File: config.mk
export PLATFORM = sky130hd
export DESIGN_NAME = climate_mode_controller_top
export DESIGN_NICKNAME = d
export VERILOG_FILES = /design/src/hdl/cmc_pkg.sv /design/src/hdl/cmc_cfg_regs.sv /design/src/hdl/cmc_next.sv /design/src/hdl/climate_mode_controller_top.sv
export SDC_FILE = /design/constraint.sdc
export NUM_CORES = 1
export LEC_CHECK = 0
export BUFFER_PORTS_ARGS = -buffer_cell sky130_fd_sc_hd__buf_2
export CAP_MARGIN = 20
export CORE_UTILIZATION = 60
export CTS_BUF_LIST = sky130_fd_sc_hd__clkbuf_8
export DETAILED_ROUTE_END_ITERATION = 16
export PLACE_DENSITY = 0.91
export SYNTH_ARGS = -nofsm -noshare
export SYNTH_HDL_FRONTEND = slang
export SYNTH_SLANG_ARGS = --single-unit
File: constraint.sdc
create_clock -name i_clk -period 14 [get_ports i_clk]
set_input_delay 1.4 -clock i_clk [delete_from_list [all_inputs] [get_ports i_clk]]
set_output_delay 1.4 -clock i_clk [all_outputs]
set_load 0.02 [all_outputs]
File: src/hdl/cmc_pkg.sv
`default_nettype none

package cmc_pkg;

    typedef enum logic [2:0] {
        MODE_MANUAL     = 3'd0,
        MODE_AUTO       = 3'd1,
        MODE_SET_WATER  = 3'd2,
        MODE_SET_HUM    = 3'd3,
        MODE_SET_TEMP   = 3'd4,
        MODE_READ_LEVER = 3'd5
    } t_mode;

    typedef enum logic [2:0] {
        REG_WATER_INCR    = 3'd0,
        REG_WATER_LIMIT   = 3'd1,
        REG_HUM_STEP      = 3'd2,
        REG_HUM_LIMIT     = 3'd3,
        REG_TEMP_INCR     = 3'd4,
        REG_TEMP_FLOOR    = 3'd5,
        REG_TEMP_CEILING  = 3'd6,
        REG_UNUSED        = 3'd7
    } t_reg_idx;

    // drive bit positions: pump, fan, humidifier, heater
    localparam logic [3:0] DRV_FAN  = 4'b0010;
    localparam logic [3:0] DRV_HUM  = 4'b0100;
    localparam logic [3:0] DRV_HEAT = 4'b1000;

    localparam int ITEM_BITS   = 20;
    localparam int ITEM_BYTES  = 3;
    localparam int RES_BITS    = 37;
    localparam int RES_BYTES   = 5;
    localparam int APB_AW      = 5;

    localparam logic [11:0]        WATER_GOAL_RST = 12'd150;
    localparam logic [6:0]         HUM_GOAL_RST   = 7'd50;
    localparam logic signed [7:0]  TEMP_GOAL_RST  = 8'sd25;

    typedef struct packed {
        logic              lever_automatic;
        logic              press_up;
        logic              press_down;
        logic              press_settings;
        logic              sample_valid;
        logic signed [7:0] temperature;
        logic [6:0]        humidity;
    } t_item;

    typedef struct packed {
        logic [9:0]        water_incr;
        logic [11:0]       water_limit;
        logic [5:0]        humidity_step;
        logic [6:0]        humidity_limit;
        logic [4:0]        temp_incr;
        logic signed [7:0] temp_floor;
        logic signed [7:0] temp_ceiling;
    } t_cfg;

    typedef struct packed {
        t_mode             mode;
        logic [1:0]        dev;
        logic [3:0]        drive;
        logic              paused;
        logic [2:0]        pend;     // bit0 up, bit1 down, bit2 settings
        logic [11:0]       water;
        logic [6:0]        hum;
        logic signed [7:0] temp;
    } t_state;

endpackage

`default_nettype wire

File: src/hdl/cmc_cfg_regs.sv
`default_nettype none

module cmc_cfg_regs (
    input  wire logic                         i_clk,
    input  wire logic                         i_rst_n,
    input  wire logic                         psel,
    input  wire logic                         penable,
    input  wire logic                         pwrite,
    input  wire logic [cmc_pkg::APB_AW-1:0]   paddr,
    input  wire logic [31:0]                  pwdata,
    output logic      [31:0]                  prdata,
    output logic                              pready,
    output cmc_pkg::t_cfg                     o_cfg
);
    import cmc_pkg::*;

    t_cfg     r_cfg;
    t_reg_idx w_idx;
    logic     w_wr;

    assign w_idx  = t_reg_idx'(paddr[APB_AW-1:2]);
    assign w_wr   = psel && penable && pwrite;
    assign pready = 1'b1;
    assign o_cfg  = r_cfg;

    always_ff @(posedge i_clk) begin
        if (!i_rst_n) begin
            r_cfg.water_incr     <= 10'd10;
            r_cfg.water_limit    <= 12'd500;
            r_cfg.humidity_step  <= 6'd5;
            r_cfg.humidity_limit <= 7'd100;
            r_cfg.temp_incr      <= 5'd1;
            r_cfg.temp_floor     <= 8'sd10;
            r_cfg.temp_ceiling   <= 8'sd40;
        end else if (w_wr) begin
            unique case (w_idx)
                REG_WATER_INCR:   r_cfg.water_incr     <= pwdata[9:0];
                REG_WATER_LIMIT:  r_cfg.water_limit    <= pwdata[11:0];
                REG_HUM_STEP:     r_cfg.humidity_step  <= pwdata[5:0];
                REG_HUM_LIMIT:    r_cfg.humidity_limit <= pwdata[6:0];
                REG_TEMP_INCR:    r_cfg.temp_incr      <= pwdata[4:0];
                REG_TEMP_FLOOR:   r_cfg.temp_floor     <= pwdata[7:0];
                REG_TEMP_CEILING: r_cfg.temp_ceiling   <= pwdata[7:0];
                default: ;
            endcase
        end
    end

    always_comb begin
        unique case (w_idx)
            REG_WATER_INCR:   prdata = {22'd0, r_cfg.water_incr};
            REG_WATER_LIMIT:  prdata = {20'd0, r_cfg.water_limit};
            REG_HUM_STEP:     prdata = {26'd0, r_cfg.humidity_step};
            REG_HUM_LIMIT:    prdata = {25'd0, r_cfg.humidity_limit};
            REG_TEMP_INCR:    prdata = {27'd0, r_cfg.temp_incr};
            REG_TEMP_FLOOR:   prdata = {24'd0, r_cfg.temp_floor};
            REG_TEMP_CEILING: prdata = {24'd0, r_cfg.temp_ceiling};
            default:          prdata = 32'd0;
        endcase
    end

endmodule

`default_nettype wire

File: src/hdl/cmc_next.sv
`default_nettype none

module cmc_next (
    input  wire cmc_pkg::t_state i_state,
    input  wire cmc_pkg::t_item  i_item,
    input  wire cmc_pkg::t_cfg   i_cfg,
    output cmc_pkg::t_state      o_state
);
    import cmc_pkg::*;

    logic [2:0]        w_pend;
    logic [3:0]        w_bit;
    logic [3:0]        w_drv;

    // water target arithmetic
    logic [12:0]       w_wsum;
    logic [11:0]       w_wstep;
    logic [11:0]       w_w1;
    logic [11:0]       w_w2;

    // humidity target arithmetic
    logic [7:0]        w_hsum;
    logic [6:0]        w_hstep;
    logic [6:0]        w_h1;
    logic [6:0]        w_h2;
    logic signed [8:0] w_hlo;
    logic signed [8:0] w_hmeas;

    // temperature target arithmetic
    logic signed [9:0] w_tgoal;
    logic signed [9:0] w_tstep;
    logic signed [9:0] w_thi;
    logic signed [9:0] w_tlo;
    logic signed [9:0] w_tceil;
    logic signed [9:0] w_tfloor;
    logic signed [9:0] w_tmeas;
    logic signed [7:0] w_t1;
    logic signed [9:0] w_t1x;
    logic signed [9:0] w_tdn;
    logic signed [7:0] w_t2;

    assign w_pend = i_state.pend
                  | {i_item.press_settings, i_item.press_down, i_item.press_up};
    assign w_bit  = 4'b0001 << i_state.dev;

    assign w_wsum  = {1'b0, i_state.water} + {3'b000, i_cfg.water_incr};
    assign w_wstep = {2'b00, i_cfg.water_incr};
    assign w_w1    = !w_pend[0] ? i_state.water :
                     (w_wsum > {1'b0, i_cfg.water_limit}) ? i_cfg.water_limit : w_wsum[11:0];
    assign w_w2    = !w_pend[1] ? w_w1 : (w_w1 <= w_wstep) ? 12'd0 : w_w1 - w_wstep;

    assign w_hsum  = {1'b0, i_state.hum} + {2'b00, i_cfg.humidity_step};
    assign w_hstep = {1'b0, i_cfg.humidity_step};
    assign w_h1    = !w_pend[0] ? i_state.hum :
                     (w_hsum > {1'b0, i_cfg.humidity_limit}) ? i_cfg.humidity_limit
                                                              : w_hsum[6:0];
    assign w_h2    = !w_pend[1] ? w_h1 : (w_h1 <= w_hstep) ? 7'd0 : w_h1 - w_hstep;
    assign w_hlo   = $signed({2'b00, i_state.hum}) - $signed({3'b000, i_cfg.humidity_step});
    assign w_hmeas = $signed({2'b00, i_item.humidity});

    assign w_tgoal  = {{2{i_state.temp[7]}}, i_state.temp};
    assign w_tstep  = $signed({5'd0, i_cfg.temp_incr});
    assign w_thi    = w_tgoal + w_tstep;
    assign w_tlo    = w_tgoal - w_tstep;
    assign w_tceil  = {{2{i_cfg.temp_ceiling[7]}}, i_cfg.temp_ceiling};
    assign w_tfloor = {{2{i_cfg.temp_floor[7]}}, i_cfg.temp_floor};
    assign w_tmeas  = {{2{i_item.temperature[7]}}, i_item.temperature};
    assign w_t1     = !w_pend[0] ? i_state.temp :
                      (w_thi > w_tceil) ? i_cfg.temp_ceiling : w_thi[7:0];
    assign w_t1x    = {{2{w_t1[7]}}, w_t1};
    assign w_tdn    = w_t1x - w_tstep;
    assign w_t2     = !w_pend[1] ? w_t1 :
                      (w_tdn < w_tfloor) ? i_cfg.temp_floor : w_tdn[7:0];

    always_comb begin
        o_state = i_state;
        w_drv   = i_state.drive;
        unique case (i_state.mode)
            MODE_MANUAL: begin
                if (w_pend[0]) w_drv = w_drv | w_bit;
                if (w_pend[1]) w_drv = w_drv & ~w_bit;
                if (w_pend[2]) begin
                    w_drv       = w_drv & ~w_bit;
                    o_state.dev = i_state.dev + 2'd1;
                end
                o_state.pend  = 3'b000;
                o_state.drive = w_drv;
                if (i_item.lever_automatic) begin
                    o_state.mode   = MODE_AUTO;
                    o_state.drive  = 4'b0000;
                    o_state.paused = 1'b0;
                end
            end
            MODE_AUTO: begin
                if (i_item.sample_valid) begin
                    if (w_tmeas > w_thi)      w_drv = (w_drv | DRV_FAN) & ~DRV_HEAT;
                    else if (w_tmeas < w_tlo) w_drv = (w_drv | DRV_HEAT) & ~DRV_FAN;
                    if (w_hmeas < w_hlo)                   w_drv = w_drv | DRV_HUM;
                    else if (i_item.humidity > i_state.hum) w_drv = w_drv & ~DRV_HUM;
                end
                o_state.drive = w_drv;
                if (w_pend[2]) begin
                    o_state.pend   = 3'b000;
                    o_state.paused = 1'b1;
                    o_state.mode   = MODE_SET_WATER;
                end else begin
                    // up and down wait here until a settings press clears them
                    o_state.pend = w_pend;
                    if (!i_item.lever_automatic) begin
                        o_state.mode   = MODE_MANUAL;
                        o_state.dev    = 2'd0;
                        o_state.paused = 1'b1;
                    end
                end
            end
            MODE_SET_WATER: begin
                o_state.water = w_w2;
                o_state.pend  = 3'b000;
                if (w_pend[2]) o_state.mode = MODE_SET_HUM;
            end
            MODE_SET_HUM: begin
                o_state.hum  = w_h2;
                o_state.pend = 3'b000;
                if (w_pend[2]) o_state.mode = MODE_SET_TEMP;
            end
            MODE_SET_TEMP: begin
                o_state.temp = w_t2;
                o_state.pend = 3'b000;
                if (w_pend[2]) begin
                    if (i_item.lever_automatic) begin
                        o_state.mode   = MODE_AUTO;
                        o_state.drive  = 4'b0000;
                        o_state.paused = 1'b0;
                    end else begin
                        o_state.mode   = MODE_MANUAL;
                        o_state.dev    = 2'd0;
                        o_state.paused = 1'b1;
                    end
                end
            end
            default: begin
                // first pass after reset: take the lever as it stands, keep presses
                o_state.pend = w_pend;
                if (i_item.lever_automatic) begin
                    o_state.mode   = MODE_AUTO;
                    o_state.drive  = 4'b0000;
                    o_state.paused = 1'b0;
                end else begin
                    o_state.mode   = MODE_MANUAL;
                    o_state.dev    = 2'd0;
                    o_state.paused = 1'b1;
                end
            end
        endcase
    end

endmodule

`default_nettype wire

File: src/hdl/climate_mode_controller_top.sv
`default_nettype none

// Climate mode controller. Each input transfer is one pass of the control loop
// (lever, button presses, optional sensor sample) and yields exactly one result
// transfer with the mode, manual device selection, the four drive bits, the pause
// flag and the three targets after that pass. One transfer is taken per clock
// while the result register is free or draining; a pass goes through an input
// register and one level of next-state logic into the result register. Settings
// registers sit on the APB port at byte address 4*i; the user must write them only
// while the block is idle, which the block itself does not enforce.

module climate_mode_controller_top (
    input  wire logic                                    i_clk,
    input  wire logic                                    i_rst_n,
    input  wire logic                                    i_s_tvalid,
    output logic                                         o_s_tready,
    // lever_automatic, press_up, press_down, press_settings, sample_valid,
    // temperature[7:0], humidity[6:0], zero pad
    input  wire logic [cmc_pkg::ITEM_BYTES*8-1:0]        i_s_tdata,
    output logic                                         o_m_tvalid,
    input  wire logic                                    i_m_tready,
    // mode[2:0], selected_device[1:0], pump_on, fan_on, humidifier_on, heater_on,
    // outputs_paused, water_level_target[11:0], humidity_target[6:0],
    // temperature_target[7:0], zero pad
    output logic      [cmc_pkg::RES_BYTES*8-1:0]         o_m_tdata,
    input  wire logic                                    psel,
    input  wire logic                                    penable,
    input  wire logic                                    pwrite,
    input  wire logic [cmc_pkg::APB_AW-1:0]              paddr,
    input  wire logic [31:0]                             pwdata,
    output logic      [31:0]                             prdata,
    output logic                                         pready
);
    import cmc_pkg::*;

    t_cfg                  w_cfg;
    t_item                 w_item;
    t_item                 r_item;
    logic                  r_in_valid;
    t_state                r_state;
    t_state                n_state;
    logic                  r_out_valid;
    logic [RES_BITS-1:0]   r_out_data;
    logic [RES_BITS-1:0]   n_out_data;
    logic                  w_fire;

    cmc_cfg_regs u_cfg (
        .i_clk   (i_clk),
        .i_rst_n (i_rst_n),
        .psel    (psel),
        .penable (penable),
        .pwrite  (pwrite),
        .paddr   (paddr),
        .pwdata  (pwdata),
        .prdata  (prdata),
        .pready  (pready),
        .o_cfg   (w_cfg)
    );

    cmc_next u_next (
        .i_state (r_state),
        .i_item  (r_item),
        .i_cfg   (w_cfg),
        .o_state (n_state)
    );

    assign w_item.lever_automatic = i_s_tdata[0];
    assign w_item.press_up        = i_s_tdata[1];
    assign w_item.press_down      = i_s_tdata[2];
    assign w_item.press_settings  = i_s_tdata[3];
    assign w_item.sample_valid    = i_s_tdata[4];
    assign w_item.temperature     = i_s_tdata[12:5];
    assign w_item.humidity        = i_s_tdata[ITEM_BITS-1:13];

    // advance the held item whenever the result register is free or draining
    assign w_fire     = r_in_valid && (!r_out_valid || i_m_tready);
    assign o_s_tready = !r_in_valid || w_fire;

    always_ff @(posedge i_clk) begin
        if (!i_rst_n) begin
            r_in_valid <= 1'b0;
        end else if (o_s_tready) begin
            r_in_valid <= i_s_tvalid;
        end
    end

    always_ff @(posedge i_clk) begin
        if (o_s_tready && i_s_tvalid) begin
            r_item <= w_item;
        end
    end

    always_ff @(posedge i_clk) begin
        if (!i_rst_n) begin
            r_state.mode   <= MODE_READ_LEVER;
            r_state.dev    <= 2'd0;
            r_state.drive  <= 4'b0000;
            r_state.paused <= 1'b1;
            r_state.pend   <= 3'b000;
            r_state.water  <= WATER_GOAL_RST;
            r_state.hum    <= HUM_GOAL_RST;
            r_state.temp   <= TEMP_GOAL_RST;
        end else if (w_fire) begin
            r_state <= n_state;
        end
    end

    assign n_out_data = {n_state.temp, n_state.hum, n_state.water, n_state.paused,
                         n_state.drive, n_state.dev, n_state.mode};

    always_ff @(posedge i_clk) begin
        if (!i_rst_n) begin
            r_out_valid <= 1'b0;
        end else if (w_fire) begin
            r_out_valid <= 1'b1;
        end else if (i_m_tready) begin
            r_out_valid <= 1'b0;
        end
    end

    always_ff @(posedge i_clk) begin
        if (w_fire) begin
            r_out_data <= n_out_data;
        end
    end

    assign o_m_tvalid = r_out_valid;
    assign o_m_tdata  = {{(RES_BYTES*8-RES_BITS){1'b0}}, r_out_data};

    a_no_read_lever_after_pass: assert property (@(posedge i_clk) disable iff (!i_rst_n)
        w_fire |=> r_state.mode != MODE_READ_LEVER)
        else $error("mode still waits for lever after a pass");

    a_auto_fan_heat_exclusive: assert property (@(posedge i_clk) disable iff (!i_rst_n)
        r_state.mode == MODE_AUTO |-> !(r_state.drive[1] && r_state.drive[3]))
        else $error("fan and heater both on in automatic mode");

    a_auto_not_paused: assert property (@(posedge i_clk) disable iff (!i_rst_n)
        r_state.mode == MODE_AUTO |-> !r_state.paused)
        else $error("outputs paused in automatic mode");

    a_screen_no_pending: assert property (@(posedge i_clk) disable iff (!i_rst_n)
        (r_state.mode == MODE_SET_WATER || r_state.mode == MODE_SET_HUM ||
         r_state.mode == MODE_SET_TEMP) |-> r_state.pend == 3'b000)
        else $error("presses left pending on a setting screen");

endmodule

`default_nettype wire
==> results.py, run 1 <==
metrics = {
    "drt": {
        "vias": 10400,
        "detail-route-antenna-nets": 0,
        "drt_pass1_iterations": 5,
        "drc": 0,
        "drt_iter0_drc": 967,
        "viasPerCell": 6.06,
        "drt-total-wl_um": 29300,
        "wire_per_inst_um": 17.0,
    },
    "floorplan": {
        "rows": 51,
        "die_height_um": 143,
        "dieArea_sq_um": 20400,
        "pin_count": 143,
        "die_x_um": 143,
        "initial_core_util_pct": 61.0,
        "core_area_sq_um": 19500,
    },
    "clock_network": {
        "root_buffer": "clkbuf_8",
        "cts_inserted_buffers": 17,
        "insertion_delay_ns": 0.48,
        "clk_path_buf_depth": 2,
        "hold_buffers": 0,
        "postCtsResizedCells": 0,
        "cts_tree": "built",
        "clock_sinks": 155,
        "ctsHtreeMaxLevel": 4,
        "clk_pin_slew_ns": 0.09,
        "cts_setup_buffers": 0,
    },
    "yosys": {
        "yosys_warnings": 0,
        "synth_cell_types": 85,
        "synth_common_cells": "146 x nand2_1, 123 x ha_1, 107 x nor2_1",
        "syn_inst": 1394,
        "synthTopCellsByArea": "dfxtp_1 17%, edfxtp_1 14%, ha_1 13%",
        "ys_seq_area_share_pct": 30.9,
        "netlist.area_leader.share_pct": 16.5,
        "synth_most_common_cell": "nand2_1",
        "synth-main-ff-cell": "dfxtp_1",
        "syn_area_per_cell_sq_um": 8.52,
        "postSynth.asyncResetShare_pct": 0,
        "ys_ff_latch": 155,
        "synth-edff-count": 57,
        "syn_area_sq_um": 11900,
        "synth_area_leader_cell": "dfxtp_1",
    },
    "critical_path": {
        "arrival_ns": 7.62,
        "r2r_end": "r_out_data[29]",
        "end_kind": "register",
        "r2r_cells": 33,
        "r2r_start": "u_cfg.o_cfg[17]",
        "r2r_slack_ns": 6.59,
        "setup.worst_path.class": "register to register",
        "slowest_delay_ns": 0.46,
        "cp.required_ns": 14.21,
        "cp_max_fo": 13,
        "cp-start-kind": "register",
        "slowest_stage": "dfxtp_1",
        "cpMostUsedCell": "nor2_1",
    },
    "cells_and_area": {
        "multi_input_area_sq_um": 7450,
        "utilization_pct": 65.4,
        "regArea_sq_um": 3670,
        "fillers": 1575,
        "fin_nets": 1646,
        "n_antenna_cell": 0,
        "syn2layout_area_growth_pct": 7.20,
        "drive_gt1_share_pct": 12.1,
    },
    "pwr": {
        "powerDensity_nw_per_um2": 79.5,
        "ir_worst_vdd_mv": 0.0666,
        "p_leak_uw": 0.00528,
    },
    "timing": {
        "fin_crit_ns": 7.41,
        "max_clock_freq_mhz": 135,
        "slew_viol_final": 0,
        "rsz0062_at_grt": "false",
        "hold_violations": 0,
        "setup_viol": 0,
        "slew_headroom_pct": 36.6,
        "finalCritPeriodShare_pct": 52.9,
        "finalSetupTns_ns": 0,
        "finClkSkew_ns": 0.0159,
        "tightest_slew_ns": 0.951,
    },
    "hold_path": {
        "hp-class": "register to register",
        "hold_end": "r_state[29]",
        "min_path_cells": 2,
        "hold_start": "r_state[29]",
    },
    "global_route": {
        "antenna_found_initial": 0,
        "track_usage_pct": 29.2,
        "grt_overflow": 0,
        "grt_max_degree": 100,
        "grt_pass1_vias": 9619,
        "grt_pass1_wl_um": 46700,
    },
    "outcome": {
        "run_status": "finished clean",
    },
    "place": {
        "port_buffers": 92,
        "gp_congestion": 0.964,
        "dp_hpwl_um": 22400,
    },
    "run": {
        "drv_cap": 0,
    },
}
==> logic make-up after synthesis <==
kind of cell / share of synthesized area (%)
simple gates: 16.4
compound gates: 21.3
buf+inv: 7.11
flops: 30.9
fa+ha+maj: 14.3
mux: 6.48
xor+xnor: 3.39
other cells: 0.0632
==> state kept, by name, indices dropped and copies added, names as in the netlist <==
name / count
u_cfg.o_cfg: 56
r_state: 40
r_out_data: 37
r_item: 20
o_m_tvalid: 1
r_in_valid: 1
==> cell type report <==
type,count,share of cell area (%)
Timing Repair Buffer,101,4.15
Clock buffer,17,1.84
Inverter,107,3.15
Sequential cell,155,28.8
Multi-Input combinational cell,1065,58.5
Tap cell,265,2.60
Clock inverter,15,0.923
==> metal layers <==
metal,wire length (um),vias up,track usage [%]
li1,-,5049,-
met1,12400,4847,38.1
met2,13500,473,47.6
met3,2410,76,4.09
met4,975,0,13.6
met5,0,-,0
==> stage by stage <==
stage	hold WS (ns)	cell area (sq um)	instances	setup WS (ns)	total power (uW)
CTS	0.507	12700	1723	6.66	1010
global route	0.546	12700	1725	6.12	1060
global placement	0.462	12400	1691	6.95	699
detailed placement	0.481	12400	1691	6.71	708
floorplan	0.452	12000	1416	7.15	660
finish	0.505	12700	1725	6.59	1010
==> placed cells by master (no fill, tap or decap), types with 6 or more instances in the layout <==
cell type  synthesis  final
conb_1             2     24
fa_1               8      8
nand2b_1          14     14
o31ai_1            8      8
o21ai_1           12     12
nor2b_1           46     46
ha_1             123    123
a221oi_1           6      6
buf_4             26      9
nand2_1          146    146
a211oi_1          18     18
a21o_1            12     12
clkbuf_8           0     17
a31oi_1           14     14
or2_2              6      6
mux2i_1           61     61
or3_1              9      9
xor2_1            13     13
and2_1             7      7
o21ai_0           83     83
edfxtp_1          57     57
nor2_1           107    105
inv_1            106    107
nor3_1            16     16
buf_2              3     92
o21bai_1           7      7
xnor2_1           33     33
and3_1             6      6
nand4_1           11     11
dfxtp_1           98     98
o221ai_1          10     10
o211ai_1          32     32
a21oi_1           86     86
nand3_1           21     21
a21boi_0          21     21
o21a_1            13     13
==> critical path: cells and delay by family, from the launching register on <==
kind | cells | cell delay, ns
AO/OA/AOI/OAI | 12 | 2.65
XOR/XNOR | 2 | 0.42
adder cells (fa/ha/maj) | 4 | 1.20
buffers and inverters | 2 | 0.41
flip-flops | 1 | 0.46
multiplexers | 1 | 0.18
AND/OR/NAND/NOR | 12 | 1.83
==> worst max-delay path by stage <==
stage | start | end | slack, ns
CTS | u_cfg.o_cfg[17] | r_out_data[32] | 6.66
global placement | u_cfg.o_cfg[17] | r_out_data[32] | 6.95
finish | u_cfg.o_cfg[17] | r_out_data[29] | 6.59
detailed placement | u_cfg.o_cfg[17] | r_out_data[32] | 6.71
global route | u_cfg.o_cfg[17] | r_out_data[32] | 6.12
floorplan | u_cfg.o_cfg[18] | r_out_data[32] | 7.15
==> power breakdown <==
part           internal [uW]  leakage (uW)  total [uW]  switching, uW
logic                   81.5       0.00379         215            134
registers                479       0.00132         488           9.31
clock network            125      0.000171         310            185
(Power assumes the default switching activity.)
==> run 2: changes to the inputs <==
==> constraint.sdc (replaced) <==
create_clock -name i_clk -period 7 [get_ports i_clk]
set_input_delay 0.7 -clock i_clk [delete_from_list [all_inputs] [get_ports i_clk]]
set_output_delay 0.7 -clock i_clk [all_outputs]
set_load 0.02 [all_outputs]
==> results.py, run 2 (synthesis gave the netlist of run 1 again) <==
metrics = {
    "timing": {
        "finalWorstSetupSlack_ns": 0.286,
        "setup_viol": 0,
        "fin_crit_ns": 6.71,
        "tightest_slew_ns": 1.05,
        "slew_headroom_pct": 29.8,
        "slew_viol_final": 0,
        "hold_violations": 0,
        "max_clock_freq_mhz": 149,
        "finClkSkew_ns": 0.0203,
        "finalCritPeriodShare_pct": 95.9,
    },
    "critical_path": {
        "cpMostUsedCell": "ha_1",
        "arrival_ns": 6.93,
        "end_kind": "register",
        "slowest_stage": "fa_1",
        "cp-start-kind": "register",
        "cp_max_fo": 6,
        "setup.worst_path.class": "register to register",
        "slowest_delay_ns": 0.42,
        "cp.required_ns": 7.21,
    },
    "floorplan": {
        "die_height_um": 143,
        "die_x_um": 143,
        "initial_core_util_pct": 61.0,
        "dieArea_sq_um": 20400,
        "core_area_sq_um": 19500,
        "pin_count": 143,
        "rows": 51,
    },
    "place": {
        "place_worst_setup_slack_ns": 0.256,
        "port_buffers": 92,
        "gp_congestion": 0.972,
        "dp_hpwl_um": 22900,
    },
    "cells_and_area": {
        "n_antenna_cell": 0,
        "fillers": 1545,
        "utilization_pct": 66.7,
        "syn2layout_area_growth_pct": 9.31,
        "final_cell_mix": "146 x nand2_1, 123 x ha_1, 106 x inv_1, 105 x nor2_1, 96 x dfxtp_1",
        "regArea_sq_um": 3680,
        "drive_gt1_share_pct": 13.6,
        "multi_input_area_sq_um": 7510,
        "fin_nets": 1657,
        "final_common_cell": "nand2_1",
        "largest_register_ffs": 56,
    },
    "global_route": {
        "antenna_found_initial": 0,
        "track_usage_pct": 29.6,
        "grt_pass1_wl_um": 47200,
        "grt_max_degree": 100,
        "grt_pass1_vias": 9524,
        "grt_overflow": 0,
    },
    "drt": {
        "wire_per_inst_um": 17.4,
        "drt-total-wl_um": 30100,
        "drt_pass1_iterations": 6,
        "drt_iter0_drc": 979,
        "detail-route-antenna-nets": 0,
        "drc": 0,
        "viasPerCell": 6.00,
        "vias": 10400,
    },
    "hold_path": {
        "hp-class": "input port to register",
    },
    "clock_network": {
        "ctsHtreeMaxLevel": 4,
        "insertion_delay_ns": 0.47,
        "clk_path_buf_depth": 2,
        "hold_buffers": 0,
        "clock_sinks": 155,
        "root_buffer": "clkbuf_8",
        "cts_tree": "built",
        "cts_inserted_buffers": 17,
        "clk_pin_slew_ns": 0.09,
    },
    "pwr": {
        "ir_worst_vdd_mv": 0.118,
        "p_leak_uw": 0.00542,
        "powerDensity_nw_per_um2": 170,
    },
    "outcome": {
        "run_status": "finished clean",
    },
    "run": {
        "drv_cap": 0,
    },
}
run 2: cell types whose count changed in the layout (fill, tap and decap cells not counted), sizes merged:
cell	delta
bufinv	+4
clkinvlp	-5
buf	+11
clkbuf	+3
inv	-2
run 2: timing repair:
item | in CTS | in global routing
gates resized for setup | 0 | 18
endpoints found under the setup margin | 0 | 26
setup buffers | 0 | 3
run 2: path summary, 6_finish.rpt:
check	from	endpoint	slack [ns]	cells after the start
setup / recovery	u_cfg.o_cfg[16]	r_out_data[36]	0.29	30
hold / removal	i_s_tdata[14]	r_item[1]	0.40	1
setup reg to reg	u_cfg.o_cfg[16]	r_out_data[36]	0.29	30
hold reg to reg	r_state[31]	r_state[31]	0.49	2
run 2: worst max-delay path: cells and delay by family, from the launching register on:
| family | cells | cell delay (ns) |
|---|---|---|
| AO/OA/AOI/OAI | 12 | 2.40 |
| adder cells (fa/ha/maj) | 5 | 1.53 |
| AND/OR/NAND/NOR | 9 | 1.53 |
| flip-flops | 1 | 0.38 |
| XOR/XNOR | 2 | 0.34 |
| buffers and inverters | 2 | 0.31 |
run 2: where the power goes:
part,internal (uW),total [uW],leakage [uW],switching [uW]
Clock,422,782,0.000238,359
Combinational,178,455,0.00386,278
Sequential,957,976,0.00132,19.3
run 2: layout make-up:
cell class                 instances  share of cell area [%]
clock inverter                    12                    1.41
sequential                       155                    28.3
tap                              265                    2.55
multi-input combinational       1065                    57.8
timing repair buffer             112                    4.68
clock buffer                      20                    2.12
inverter                         107                    3.09
run 2: stage by stage:
step	setup TNS [ns]	hold WS, ns	total power (uW)	instances	cell area, sq um
CTS	0	0.392	2190	1731	12900
finish	0	0.402	2210	1736	13000
global route	-0.253	0.382	2300	1736	13000
detailed placement	0	0.481	1420	1699	12400
floorplan	0	0.452	1320	1416	12000
global placement	0	0.464	1410	1699	12400
run 2: routing by layer:
| layer | wire length (um) | global-route usage, % | vias up |
|---|---|---|---|
| met3 | 2280 | 4.73 | 79 |
| li1 | - | - | 5051 |
| met4 | 871 | 11.3 | 0 |
| met1 | 13200 | 39.5 | 4837 |
| met5 | 0 | 0 | - |
| met2 | 13800 | 48.0 | 453 |
==> run 3: changes to the inputs <==
--- a/config.mk
+++ b/config.mk
@@ -5,12 +5,14 @@
 export SDC_FILE = /design/constraint.sdc
 export NUM_CORES = 1
 export LEC_CHECK = 0
+export ABC_AREA = 1
 export BUFFER_PORTS_ARGS = -buffer_cell sky130_fd_sc_hd__buf_2
 export CAP_MARGIN = 20
-export CORE_UTILIZATION = 60
+export CORE_UTILIZATION = 25
 export CTS_BUF_LIST = sky130_fd_sc_hd__clkbuf_8
 export DETAILED_ROUTE_END_ITERATION = 16
-export PLACE_DENSITY = 0.91
+export PLACE_DENSITY = 0.5
 export SYNTH_ARGS = -nofsm -noshare
 export SYNTH_HDL_FRONTEND = slang
+export SYNTH_HIERARCHICAL = 1
 export SYNTH_SLANG_ARGS = --single-unit
==> results.py, run 3 <==
metrics = {
    "pwr": {
        "swShare_pct": 37.8,
        "combPwrFrac_pct": 33.1,
        "switching_power_uw": 1000,
        "p_leak_uw": 0.00673,
        "power_frac_seq_pct": 38.6,
        "clockPowerShare_pct": 28.4,
        "internal_power_uw": 1650,
        "ir_worst_vdd_mv": 0.141,
        "powerDensity_nw_per_um2": 190,
    },
    "yosys": {
        "synth_common_cells": "452 x nand2_1, 233 x inv_1, 217 x nor2_1",
        "synthTopCellsByArea": "dfxtp_1 16%, edfxtp_1 14%, nand2_1 13%",
        "synth-edff-count": 57,
        "ys_ff_latch": 155,
        "synth_area_leader_cell": "dfxtp_1",
        "syn_inst": 1838,
        "synth_most_common_cell": "nand2_1",
        "yosys_warnings": 6,
        "postSynth.asyncResetShare_pct": 0,
        "syn_area_per_cell_sq_um": 6.85,
        "syn_area_sq_um": 12600,
        "synth-main-ff-cell": "dfxtp_1",
        "synth_cell_types": 58,
        "netlist.area_leader.share_pct": 15.6,
        "ys_seq_area_share_pct": 29.2,
    },
    "timing": {
        "finalCritPeriodShare_pct": 88.6,
        "tightest_slew_ns": 1.03,
        "hold_violations": 0,
        "fin_crit_ns": 6.20,
        "finClkSkew_ns": 0.0166,
        "slew_viol_final": 0,
        "rsz0062_at_grt": "false",
        "setup_viol": 0,
        "max_clock_freq_mhz": 161,
        "finalSetupTns_ns": 0,
        "slew_headroom_pct": 30.9,
    },
    "cells_and_area": {
        "multi_input_area_sq_um": 7530,
        "syn2layout_area_growth_pct": 10.6,
        "drive_gt1_share_pct": 10.3,
        "largest_register_ffs": 56,
        "regArea_sq_um": 3680,
        "final_common_cell": "nand2_1",
        "final_cell_mix": "451 x nand2_1, 235 x inv_1, 216 x nor2_1, 179 x nand3_1, 123 x ha_1",
        "fillers": 5474,
        "fin_nets": 2086,
        "final_area_sq_um": 13900,
    },
    "critical_path": {
        "slowest_delay_ns": 0.45,
        "cp-startpoint": "u_cfg/o_cfg[20]",
        "cp_max_fo": 13,
        "end_kind": "register",
        "crit_buf_inv": 8,
        "cp-start-kind": "register",
        "cp.required_ns": 7.44,
        "cpMostUsedCell": "nand2_1",
        "r2r_start": "u_cfg/o_cfg[20]",
        "setup.worst_path.class": "register to register",
        "arrival_ns": 6.64,
        "slowest_stage": "ha_1",
        "crit_family": "simple AND/OR/NAND/NOR gates",
    },
    "clock_network": {
        "clk_path_buf_depth": 2,
        "ctsHtreeMaxLevel": 4,
        "cts_inserted_buffers": 17,
        "clk_pin_slew_ns": 0.10,
        "hold_buffers": 0,
        "cts_setup_buffers": 0,
        "insertion_delay_ns": 0.54,
        "cts_tree": "built",
        "clock_sinks": 155,
        "root_buffer": "clkbuf_8",
    },
    "floorplan": {
        "dieArea_sq_um": 51300,
        "die_height_um": 226,
        "pin_count": 143,
        "core_area_sq_um": 49400,
        "die_x_um": 226,
        "initial_core_util_pct": 25.5,
        "rows": 81,
    },
    "global_route": {
        "grt_overflow": 0,
        "grt_max_degree": 98,
        "grt_pass1_wl_um": 60300,
        "antenna_found_initial": 3,
        "grt_pass1_vias": 10800,
        "track_usage_pct": 15.4,
    },
    "place": {
        "dp_hpwl_um": 29600,
        "gp_congestion": 0.872,
        "placed_cell_area_sq_um": 13500,
        "port_buffers": 92,
    },
    "hold_path": {
        "hold_start": "i_s_tdata[8]",
        "hp-class": "input port to register",
    },
    "drt": {
        "drc": 0,
        "detail-route-antenna-nets": 0,
        "vias": 11800,
        "drt-total-wl_um": 38600,
        "wire_per_inst_um": 15.0,
        "drt_pass1_iterations": 5,
        "viasPerCell": 4.60,
        "drt_iter0_drc": 1015,
    },
    "outcome": {
        "run_status": "finished clean",
    },
    "run": {
        "drv_cap": 0,
    },
}
==> run 3: power groups by stage <==
stage          clock (uW)  sequential (uW)  combinational (uW)
2_1_floorplan           0             1040                 664
3_3_place_gp            0             1040                 852
3_5_place_dp            0             1040                 862
4_1_cts               782             1020                 868
5_1_grt               816             1030                1000
6_report              752             1020                 876
==> run 3: path summary, 6_finish.rpt <==
check | to | slack [ns] | cells past startpoint
setup / recovery | r_state[2] | 0.80 | 43
hold / removal | r_item[10] | 0.33 | 1
setup reg to reg | r_state[2] | 0.80 | 43
hold reg to reg | r_state[30] | 0.47 | 2
==> run 3: worst reg2reg max path: cells and delay by family (launching register included) <==
kind | cells | cell delay [ns]
AOI/OAI and AO/OA | 7 | 1.02
adders and majority gates | 5 | 1.67
DFF | 1 | 0.43
buffers and inverters | 8 | 0.69
and+or+nand+nor | 23 | 2.30
==> run 3: logic make-up (layout without fill, tap and decap cells) <==
group,after synthesis,after routing,share of synthesized area [%]
flops,155,155,29.2
xor+xnor,33,33,2.35
fa+ha+maj,131,131,13.5
compound gates,244,244,11.5
other cells,3,26,0.0894
buf+inv,338,379,11.8
simple gates,934,934,31.6
==> run 3: through the flow <==
step / hold slack [ns] / util [%] / power (uW) / std cells / setup slack [ns]
after floorplan: 0.429 / - / 1700 / 1859 / 1.75
after global placement: 0.448 / 27.3 / 1900 / 2531 / 0.523
after detailed placement: 0.454 / 27.3 / 1910 / 2531 / 0.435
after CTS: 0.278 / 28.1 / 2670 / 2563 / 0.394
after global routing: 0.290 / 28.2 / 2850 / 2565 / 0.0783
final: 0.332 / 28.2 / 2650 / 2566 / 0.795
==> run 3: layout make-up <==
type | count | area share, %
well taps | 664 | 5.96
clock buffers | 18 | 1.78
repair buffers | 100 | 3.90
diodes | 2 | 0.0359
flip-flops and latches | 155 | 26.4
multi-input cells | 1366 | 54.1
clock inverters | 14 | 1.20
inverters | 247 | 6.67
==> run 3: repair_timing <==
item                                    4_1_cts  5_1_grt
resized for setup                             0        6
endpoints found under the hold margin         0        0
endpoints found under the setup margin        0       16
==> run 3: metal layers <==
metal	part of all wire, %	up-vias	track usage, %
met5	0.026	-	0
met4	1.4	2	4.45
met3	4.5	38	2.97
met2	43	273	23.3
met1	52	5437	22.1
li1	-	6044	-
